## src/sv/smq_pkg.sv

```systemverilog
// Shared types, codes and helpers for the stepper move queue.
`timescale 1ns / 1ps
`default_nettype none

package smq_pkg;

	// Default number of slots; one slot always stays free.
	localparam int DEFAULT_QUEUE_DEPTH = 32;

	localparam int STEP_W = 31;
	localparam int DUR_W  = 32;
	localparam int DIR_W  = 3;
	localparam int FILL_W = 5;

	// Command codes.
	localparam logic [1:0] CMD_PUSH  = 2'd0;
	localparam logic [1:0] CMD_POP   = 2'd1;
	localparam logic [1:0] CMD_FLUSH = 2'd2;

	// Status codes.
	localparam logic [1:0] ST_OK    = 2'd0;
	localparam logic [1:0] ST_FULL  = 2'd1;
	localparam logic [1:0] ST_ZERO  = 2'd2;
	localparam logic [1:0] ST_EMPTY = 2'd3;

	// One stored move.
	typedef struct packed {
		logic [STEP_W-1:0] abs_x;
		logic [STEP_W-1:0] abs_y;
		logic [STEP_W-1:0] abs_z;
		logic [STEP_W-1:0] major;
		logic [DUR_W-1:0]  period;
		logic [DIR_W-1:0]  dirs;
	} move_entry_t;

	// Absolute value of a signed count, saturated to 31 bits.
	function automatic logic [STEP_W-1:0] abs_sat(input logic signed [31:0] v);
		logic [31:0] a;
		a = v[31] ? (32'd0 - 32'(v)) : 32'(v);
		return a[31] ? {STEP_W{1'b1}} : a[STEP_W-1:0];
	endfunction

endpackage

`default_nettype wire

```

## src/sv/smq_divider.sv

```systemverilog
// Restoring divider that produces one quotient bit per cycle.
`timescale 1ns / 1ps
`default_nettype none

module smq_divider
	import smq_pkg::*;
(
	input  wire logic              clk,
	input  wire logic              arst_n,
	input  wire logic              start,
	input  wire logic [DUR_W-1:0]  dividend,
	input  wire logic [STEP_W-1:0] divisor,
	output logic                   done,
	output logic [DUR_W-1:0]       quotient
);

	localparam int CNT_W = $clog2(DUR_W);

	logic              busy_q;
	logic              done_q;
	logic [CNT_W-1:0]  cnt_q;
	logic [DUR_W-1:0]  rem_q;
	logic [DUR_W-1:0]  dvd_q;
	logic [STEP_W-1:0] dvs_q;

	logic [DUR_W-1:0] rem_shift;
	logic [DUR_W:0]   diff;

	// Shift in the next dividend bit and try to subtract the divisor.
	always_comb begin
		rem_shift = {rem_q[DUR_W-2:0], dvd_q[DUR_W-1]};
		diff      = {1'b0, rem_shift} - {{(DUR_W + 1 - STEP_W){1'b0}}, dvs_q};
	end

	// Control: counter and completion flag.
	always_ff @(posedge clk or negedge arst_n) begin
		if (!arst_n) begin
			busy_q <= 1'b0;
			done_q <= 1'b0;
			cnt_q  <= '0;
		end else begin
			done_q <= 1'b0;
			if (start) begin
				busy_q <= 1'b1;
				cnt_q  <= '0;
			end else if (busy_q) begin
				cnt_q <= cnt_q + 1'b1;
				if (cnt_q == CNT_W'(DUR_W - 1)) begin
					busy_q <= 1'b0;
					done_q <= 1'b1;
				end
			end
		end
	end

	// Datapath: quotient bits shift into the dividend register.
	always_ff @(posedge clk) begin
		if (start) begin
			rem_q <= '0;
			dvd_q <= dividend;
			dvs_q <= divisor;
		end else if (busy_q) begin
			if (!diff[DUR_W]) begin
				rem_q <= diff[DUR_W-1:0];
			end else begin
				rem_q <= rem_shift;
			end
			dvd_q <= {dvd_q[DUR_W-2:0], ~diff[DUR_W]};
		end
	end

	assign done     = done_q;
	assign quotient = dvd_q;

endmodule

`default_nettype wire

```

## config.mk

```make
export PLATFORM = sky130hd
export DESIGN_NAME = smq_divider
export DESIGN_NICKNAME = d
export VERILOG_FILES = /design/src/sv/smq_pkg.sv /design/src/sv/smq_divider.sv
export SDC_FILE = /design/constraint.sdc
export NUM_CORES = 1
export LEC_CHECK = 0
export ABC_AREA = 0
export BUFFER_PORTS_ARGS = -buffer_cell sky130_fd_sc_hd__buf_2
export CELL_PAD_IN_SITES_DETAIL_PLACEMENT = 0
export CELL_PAD_IN_SITES_GLOBAL_PLACEMENT = 1
export CORE_MARGIN = 4
export CORE_UTILIZATION = 35
export CTS_BUF_LIST = sky130_fd_sc_hd__clkbuf_2 sky130_fd_sc_hd__clkbuf_4 sky130_fd_sc_hd__clkbuf_8
export DETAILED_ROUTE_END_ITERATION = 6
export GPL_ROUTABILITY_DRIVEN = 0
export PLACE_DENSITY = 0.66
export RECOVER_POWER = 50
export SLEW_MARGIN = 0
export SYNTH_ARGS = -nofsm -noshare
export SYNTH_HDL_FRONTEND = slang
export SYNTH_SLANG_ARGS = --single-unit
```

## constraint.sdc

```tcl
create_clock -name clk -period 3.4 [get_ports clk]
set_input_delay 0 -clock clk [delete_from_list [all_inputs] [get_ports clk]]
set_output_delay 0 -clock clk [all_outputs]
set_load 0.005 [all_outputs]
```

==> results of run 1 <==
## per-stage QoR
stage	setup WS [ns]	cell area [sq um]	std cells	utilization [%]
CTS	0.0486	7130	917	46.4
floorplan	0.658	5570	544	-
detailed placement	0.0803	6290	837	41.0
finish	0.339	7120	917	46.3
global route	0.0541	7120	917	46.3
global placement	0.216	6290	837	41.0
## worst max path at each step
stage,startpoint,endpoint,slack (ns)
after floorplan,quotient[31],rem_q[29],0.66
after global placement,quotient[31],rem_q[27],0.22
after detailed placement,quotient[31],rem_q[6],0.08
after CTS,quotient[31],rem_q[27],0.05
after global routing,quotient[31],rem_q[7],0.05
final,quotient[31],rem_q[7],0.34
## layout make-up
type	instances	area, sq um
Fill cell	1467	8260
Sequential cell	101	2690
Multi-Input combinational cell	376	2640
Timing Repair Buffer	172	1180
Tap cell	211	264
Inverter	42	158
Clock buffer	9	124
Clock inverter	6	63.8
## placed cells by master (no fill, tap or decap), drive strengths merged, types with 2 or more instances in the layout
master / instances
a211oi: 15
a21boi: 2
a21o: 19
a21oi: 51
a22o: 2
a311oi: 5
a31oi: 3
a32oi: 3
and3: 7
buf: 88
clkbuf: 28
clkinv: 3
dfrtp: 7
dfxtp: 31
dlygate4sd3: 65
edfxtp: 63
ha: 33
inv: 43
mux2: 31
mux2i: 4
nand2: 37
nand2b: 5
nand3: 5
nand4: 5
nor2: 49
nor2b: 4
nor3: 6
o2111ai: 3
o21a: 3
o21ai: 33
o21bai: 2
o221ai: 2
or4: 2
xnor2: 16
xor2: 10
## state kept, by name, indices dropped and copies added (netlist names)
name      cells
cnt_q         5
dvs_q        31
busy_q        1
quotient     32
rem_q        31
done          1
## kinds of logic (layout without fill, tap and decap cells)
group / count (synthesis) / count (layout) / share of synthesized area [%]
buf+inv: 67 / 229 / 4.67
xor+xnor: 26 / 26 / 4.09
fa+ha+maj: 34 / 34 / 7.77
simple gates: 127 / 127 / 10.4
compound gates: 154 / 154 / 17.8
flops: 101 / 101 / 48.3
mux: 35 / 35 / 6.99
## power groups by stage
stage                     combinational, uW  clock (uW)  sequential (uW)
after detailed placement                619           0             1500
after floorplan                         426           0             1490
final                                   677         780             1480
after global placement                  614           0             1500
after CTS                               677         817             1480
after global routing                    761         873             1490
## metal layers
layer,global-route usage [%],wire [um],vias to the layer above
met3,3.98,739,14
li1,-,-,2293
met4,5.26,223,0
met1,21.4,6700,2098
met5,0,0,-
met2,24.4,5900,120
## what timing repair did
item                                    CTS  global route
gates resized for setup                   0             2
endpoints found under the setup margin    0            24
buffers inserted                          0             0
endpoints found under the hold margin    70             0
hold buffers                             65             0
==> results.yml, run 1 <==
status:
  status: "finished, violations left"
  violations: "capacitance limit, slew limit"
logic_synthesis:
  synthesis.area_per_instance_sq_um: 10.2
  yosys-top-cells-count: "63 x edfxtp_1, 49 x a21oi_1, 49 x nor2_1"
  synthCells: 544
  synth_area_leaders: "edfxtp_1 34%, dfxtp_1 11%, ha_1 7.4%, mux2_2 6.3%, a21oi_1 4.4%"
  synth.most_common_cell: "edfxtp_1"
  async_flop_share_pct: 6.93
  syn_nets: 644
  synth_top_area_share_pct: 34.0
  yosys_warnings: 0
  synth_top_cell_by_area: "edfxtp_1"
  synthDistinctLibCells: 62
  ys_ff_latch: 101
  synth_seq_area_share_pct: 48.3
  synth_ff_type: "edfxtp_1"
  synth.cell_area_sq_um: 5570
  synth_edf_count: 63
final_layout:
  area_delta_synth_final_pct: 27.8
  diodes: 0
  drive_gt1_share_pct: 20.5
  nNetsFinal: 802
drt:
  wl_mm: 13.6
  vias: 4525
  drtPass1Iterations: 4
  drtIter0Drc: 249
  drc: 0
  post_drt_wl_per_cell_um: 14.8
  routed_via_density: 4.93
  antenna_left: 0
setup_path:
  r2r_slack_ns: 0.34
  critPathKind: "reg2reg"
  r2r-end: "rem_q[7]"
  cp.required_ns: 3.58
  critPathTopFamily: "compound AO/OA/AOI/OAI gates"
  end_kind: "flip-flop"
  critPathLaunchType: "flip-flop"
  ff2ff_path_depth: 13
  timing.critical_path.cells: "inv_1, ha_1, fa_1, and2b_1, o2111ai_1, a211oi_2, o21ai_1, a21oi_2, o21ai_4, buf_4, nor2_1, a21oi_1, a211oi_1"
  reg2reg_from: "quotient[31]"
  crit_cells: 13
  slowest_delay_ns: 0.54
  worst-path-buf-inv: 2
  crit_slowest_cell: "o21ai_4"
  critPathArrivalTime_ns: 3.24
  critPathMaxFanout: 25
clock_network:
  htreeDepth: 3
  cts_tree: "built"
  cts.sinks: 101
  clk_pin_slew_ns: 0.10
  clock_latency_ns: 0.38
  cts_buffer_depth: 2
  cts_buffers: 9
  clockRootBuffer: "clkbuf_8"
timing:
  tns_ns: 0
  min_period_ns: 3.06
  drv_slew: 33
  worst_pin_slew_ns: 1.69
  finalHoldWorstSlack_ns: 0.324
  max_freq_mhz: 327
  setup_viol: 0
  slew-limit-headroom_pct: -12.8
  period_share_pct: 90.0
  rsz0062_at_grt: "false"
  hold_viol: 0
  skew_ns: 0.0104
power:
  switching_share_pct: 29.2
  power.total_uw: 2940
  comb_power_share_pct: 23.0
  internal_power_uw: 2080
  p_per_area_nw_per_um2: 413
  p_leak_uw: 0.00307
  clkPwrFrac_pct: 26.6
  ir_drop_uv: 242
  power_frac_seq_pct: 50.4
  p_switching_uw: 859
place:
  hpwl_mm: 9.48
  io_buffers: 98
floorplan:
  dieArea_sq_um: 18000
  die_w_um: 134
  fp.dieH_um: 134
  core_sq_um: 15400
  io_pins: 99
  initial_utilization_pct: 36.2
  row_count: 45
worst_hold_path:
  min_to: "dvs_q[26]"
  worst_hold_path_type: "in2reg"
  holdPathStages: 2
  min-delay-start: "divisor[26]"
global_routing:
  antenna_found_initial: 0
  groute.usage.overall_pct: 15.7
  grt_pass1_vias: 4576
  grt_pass1_wl_mm: 22.7
  grt_remaining_overflow: 0
  grt_max_degree: 48
flow_run:
  drv_cap: 1
No activity file was read; power rests on OpenSTA's default activity.
==> run 2: changes to the inputs <==
- CELL_PAD_IN_SITES_DETAIL_PLACEMENT: 0 -> not set
- CELL_PAD_IN_SITES_GLOBAL_PLACEMENT: 1 -> not set
- PLACE_DENSITY: 0.66 -> 0.53
==> run 2 against run 1 <==
Effect of this change: the flow now finishes without violations; fmax fell by 1.1%; utilization fell by 0.11 points; critical path depth did not move; hold slack got worse by 0.0086 ns; sequential power barely moved; clock power rose by 0.8%; clock skew rose by 0.0060 ns; non-clock buffer count fell by 1; total power fell by 0.11%; worst setup slack got worse by 0.035 ns; critical path type unchanged; largest cell class unchanged; largest power group unchanged; highest routed layer unchanged.
==> results.yml, run 2 (synthesized netlist as in run 1, its figures left out) <==
timing:
  hold_viol: 0
  slew-limit-headroom_pct: 20.9
  skew_ns: 0.0164
  rsz0062_at_grt: "false"
  max_freq_mhz: 323
  min_period_ns: 3.10
  tns_ns: 0
  setup_viol: 0
  period_share_pct: 91.1
  drv_slew: 0
  final.setup.worst_slack_ns: 0.304
  worst_pin_slew_ns: 1.19
setup_path:
  r2r_slack_ns: 0.30
  reg2reg_from: "quotient[31]"
  cp.required_ns: 3.70
  timing.critical_path.cells: "inv_1, ha_1, fa_1, and2b_1, o2111ai_1, a211oi_1, o21ai_1, a21oi_2, o21ai_2, buf_4, a21oi_1, o21ai_0, a311oi_1"
  critPathMaxFanout: 14
  slowest_delay_ns: 0.37
  critPathLaunchType: "flip-flop"
  crit_slowest_cell: "edfxtp_1"
  r2r-end: "rem_q[19]"
  critPathArrivalTime_ns: 3.40
  ff2ff_path_depth: 13
  critPathKind: "reg2reg"
  end_kind: "flip-flop"
global_routing:
  antenna_found_initial: 0
  grt_remaining_overflow: 0
  groute.usage.overall_pct: 15.5
  grt_pass1_vias: 4650
  grt_pass1_wl_mm: 22.5
  grt_max_degree: 67
floorplan:
  initial_utilization_pct: 36.2
  row_count: 45
  dieArea_sq_um: 18000
  io_pins: 99
  fp.dieH_um: 134
  die_w_um: 134
  core_sq_um: 15400
place:
  place_ws_ns: 0.317
  hpwl_mm: 9.43
  io_buffers: 98
clock_network:
  cts_buffer_depth: 2
  cts.sinks: 101
  clk_pin_slew_ns: 0.11
  htreeDepth: 3
  cts_buffers: 9
  clockRootBuffer: "clkbuf_8"
  clock_latency_ns: 0.39
  cts_tree: "built"
  cts_resized: 0
worst_hold_path:
  min_to: "dvs_q[26]"
  worst_hold_path_type: "in2reg"
  min-delay-start: "divisor[26]"
  holdPathStages: 2
power:
  p_per_area_nw_per_um2: 413
  ir_drop_uv: 259
  p_leak_uw: 0.00304
final_layout:
  multiInputGateArea_sq_um: 2630
  final-seq-area_sq_um: 2690
  nNetsFinal: 801
  final.fill_count: 1476
  area_delta_synth_final_pct: 27.5
  diodes: 0
  layout_commonest_cell: "buf_2"
  layout_common_cells: "73 x buf_2, 66 x dlygate4sd3_1, 63 x edfxtp_1"
  drive_gt1_share_pct: 19.1
  largest_register_ffs: 32
drt:
  routed_via_density: 4.96
  drtIter0Drc: 232
  wl_mm: 13.4
  vias: 4545
  drc: 0
  drtPass1Iterations: 4
  antenna_left: 0
  post_drt_wl_per_cell_um: 14.6
status:
  status: "finished, final reports clean"
flow_run:
  drv_cap: 0
[run 2: where the power goes]
| group | total, uW | internal (uW) | switching [uW] |
|---|---|---|---|
| Clock | 786 | 346 | 440 |
| Sequential | 1480 | 1420 | 64.5 |
| Combinational | 667 | 321 | 346 |
[run 2: what timing repair did]
action                    4_1_cts  5_1_grt
hold buffers                   66        0
hold endpoints to repair       71        0
buffers inserted                0        0
[run 2: how the worst max path moves through the flow]
stage                     cells past startpoint    startpoint        end  slack, ns
after CTS                                    13  quotient[31]  rem_q[19]       0.29
final                                        13  quotient[31]  rem_q[19]       0.30
after floorplan                              12  quotient[31]  rem_q[29]       0.66
after detailed placement                     13  quotient[31]  rem_q[19]       0.32
after global routing                         13  quotient[31]   rem_q[8]      0.003
after global placement                       13  quotient[31]   rem_q[8]       0.43
[run 2: through the flow]
stage	cell area (sq um)	hold WS [ns]	utilization, %	std cells	total power, uW
after global placement	6280	-0.165	40.9	835	2110
after CTS	7140	0.275	46.4	917	2990
after detailed placement	6280	-0.160	40.9	835	2120
after floorplan	5570	-0.296	-	544	1920
after global routing	7100	0.294	46.2	917	3120
final	7100	0.315	46.2	917	2930
[run 2: cell type report]
type	instances	share of cell area (%)
clock inverter	6	0.899
timing repair buffer	171	16.5
sequential	101	37.9
clock buffer	10	1.85
tap	211	3.72
inverter	42	2.22
multi-input combinational	376	37.0
[run 2: per-layer routing]
layer | GRT usage (%) | part of all wire [%] | routed length (um)
met2 | 24.3 | 45 | 6010
met1 | 20.7 | 49 | 6500
met5 | 0 | 0 | 0
met4 | 5.32 | 1.5 | 207
met3 | 4.24 | 5.0 | 666
[run 2: worst max-delay path: cells and delay by family (launching register included)]
family	cells	cell delay, ns
adders and majority gates	2	0.58
buffers and inverters	2	0.26
and+or+nand+nor	1	0.24
AOI/OAI and AO/OA	8	1.54
DFF	1	0.37
==> run 3: changes to the inputs <==
- CORE_ASPECT_RATIO: not set -> 1.4
==> run 3 against run 2 <==
Effect of this change: final cell count is 1.9% lower; sequential cell count stayed put; register-to-register slack worse by 0.02 ns.
==> results.yml, run 3 (synthesized netlist as in run 1, its figures left out) <==
timing:
  slew-limit-headroom_pct: 52.5
  max_freq_mhz: 320
  hold_viol: 0
  finalHoldWorstSlack_ns: 0.0503
  min_period_ns: 3.12
  skew_ns: 0.0101
  period_share_pct: 91.8
  setup_viol: 0
  drv_slew: 0
  worst_pin_slew_ns: 0.713
  tns_ns: 0
drt:
  wl_mm: 13.8
  post_drt_wl_per_cell_um: 15.4
  drc: 0
  routed_via_density: 5.09
  vias: 4583
  drtPass1Iterations: 4
  drtIter0Drc: 142
  antenna_left: 0
final_layout:
  final-seq-area_sq_um: 2690
  layout_common_cells: "74 x buf_2, 64 x dlygate4sd3_1, 63 x edfxtp_1"
  multiInputGateArea_sq_um: 2630
  area_delta_synth_final_pct: 27.3
  largest_register_ffs: 32
  drive_gt1_share_pct: 19.7
  utilization_pct: 45.4
  nNetsFinal: 799
  diodes: 0
  final.fill_count: 1465
  layout_commonest_cell: "buf_2"
power:
  power.total_uw: 2990
  p_per_area_nw_per_um2: 421
  p_leak_uw: 0.00306
  ir_drop_uv: 234
clock_network:
  htreeDepth: 3
  cts_buffers: 9
  cts_tree: "built"
  cts_buffer_depth: 2
  clockRootBuffer: "clkbuf_8"
  clock_latency_ns: 0.38
  cts.sinks: 101
  clk_pin_slew_ns: 0.10
global_routing:
  grt_max_degree: 48
  antenna_found_initial: 0
  grt_remaining_overflow: 0
  grt_pass1_vias: 4776
  grt_pass1_wl_mm: 22.9
  groute.usage.overall_pct: 16.1
floorplan:
  initial_utilization_pct: 35.7
  core_sq_um: 15600
  die_w_um: 115
  fp.dieH_um: 157
  row_count: 54
  io_pins: 99
  dieArea_sq_um: 18000
place:
  io_buffers: 98
  hpwl_mm: 9.87
setup_path:
  cp.required_ns: 3.68
  crit_slowest_cell: "o21ai_2"
  end_kind: "flip-flop"
  critPathMaxFanout: 18
  slowest_delay_ns: 0.60
  critPathArrivalTime_ns: 3.40
  timing.critical_path.cells: "inv_1, ha_1, fa_1, and2b_1, o2111ai_1, a211oi_2, o21ai_1, a21oi_2, o21ai_2, buf_4, a21oi_1, a211oi_1"
  critPathKind: "reg2reg"
  critPathLaunchType: "flip-flop"
status:
  status: "finished, final reports clean"
flow_run:
  drv_cap: 0
worst_hold_path:
  worst_hold_path_type: "in2reg"
==> run 3: worst paths after layout <==
check                              from          end  slack (ns)  cells past startpoint
max                        quotient[31]     rem_q[9]        0.28                     12
min                         dividend[0]  quotient[0]        0.05                      3
max reg2reg                quotient[31]     rem_q[9]        0.28                     12
min reg2reg                    rem_q[5]     rem_q[5]        0.48                      2
max in group asynchronous        arst_n     cnt_q[0]        2.61                      3
min in group asynchronous        arst_n         done        0.55                      3
==> run 3: worst max-delay path, delay by kind of cell, from the launching register on <==
family / cells / cell delay (ns)
AOI/OAI and AO/OA: 7 / 1.64
DFF: 1 / 0.42
buffers and inverters: 2 / 0.40
adders and majority gates: 2 / 0.35
and+or+nand+nor: 1 / 0.21
==> run 3: report_power, final <==
| part | leakage (uW) | internal, uW | total, uW | switching (uW) |
|---|---|---|---|---|
| Clock | 0.000105 | 411 | 836 | 426 |
| Sequential | 0.000985 | 1420 | 1480 | 64.4 |
| Combinational | 0.00197 | 320 | 671 | 351 |
==> run 3: per-layer routing <==
metal / GRT usage (%) / vias to the layer above / part of all wire, %
met5: 0 / - / 0
met4: 6.00 / 0 / 2.1
met3: 4.31 / 17 / 5.6
met2: 28.4 / 118 / 50
met1: 18.4 / 2166 / 42
li1: - / 2282 / -
==> run 3: cell type report <==
type,count,area share [%]
Clock buffer,9,1.75
Clock inverter,7,1.27
Inverter,42,2.22
Multi-Input combinational cell,376,37.1
Sequential cell,101,37.9
Tap cell,196,3.46
Timing Repair Buffer,169,16.3
==> run 3: stage by stage <==
stage | worst slack (ns) | std cells | area, sq um
floorplan | 0.658 | 544 | 5570
global placement | 0.376 | 820 | 6260
detailed placement | 0.241 | 820 | 6260
CTS | 0.203 | 900 | 7120
global route | -0.00389 | 900 | 7090
finish | 0.279 | 900 | 7090
==> run 3: repair_timing <==
item                                    4_1_cts  5_1_grt
endpoints found under the setup margin        0        5
buffers inserted                              0        0
hold endpoints to repair                     69        0
resized for setup                             0        1
hold buffers                                 64        0
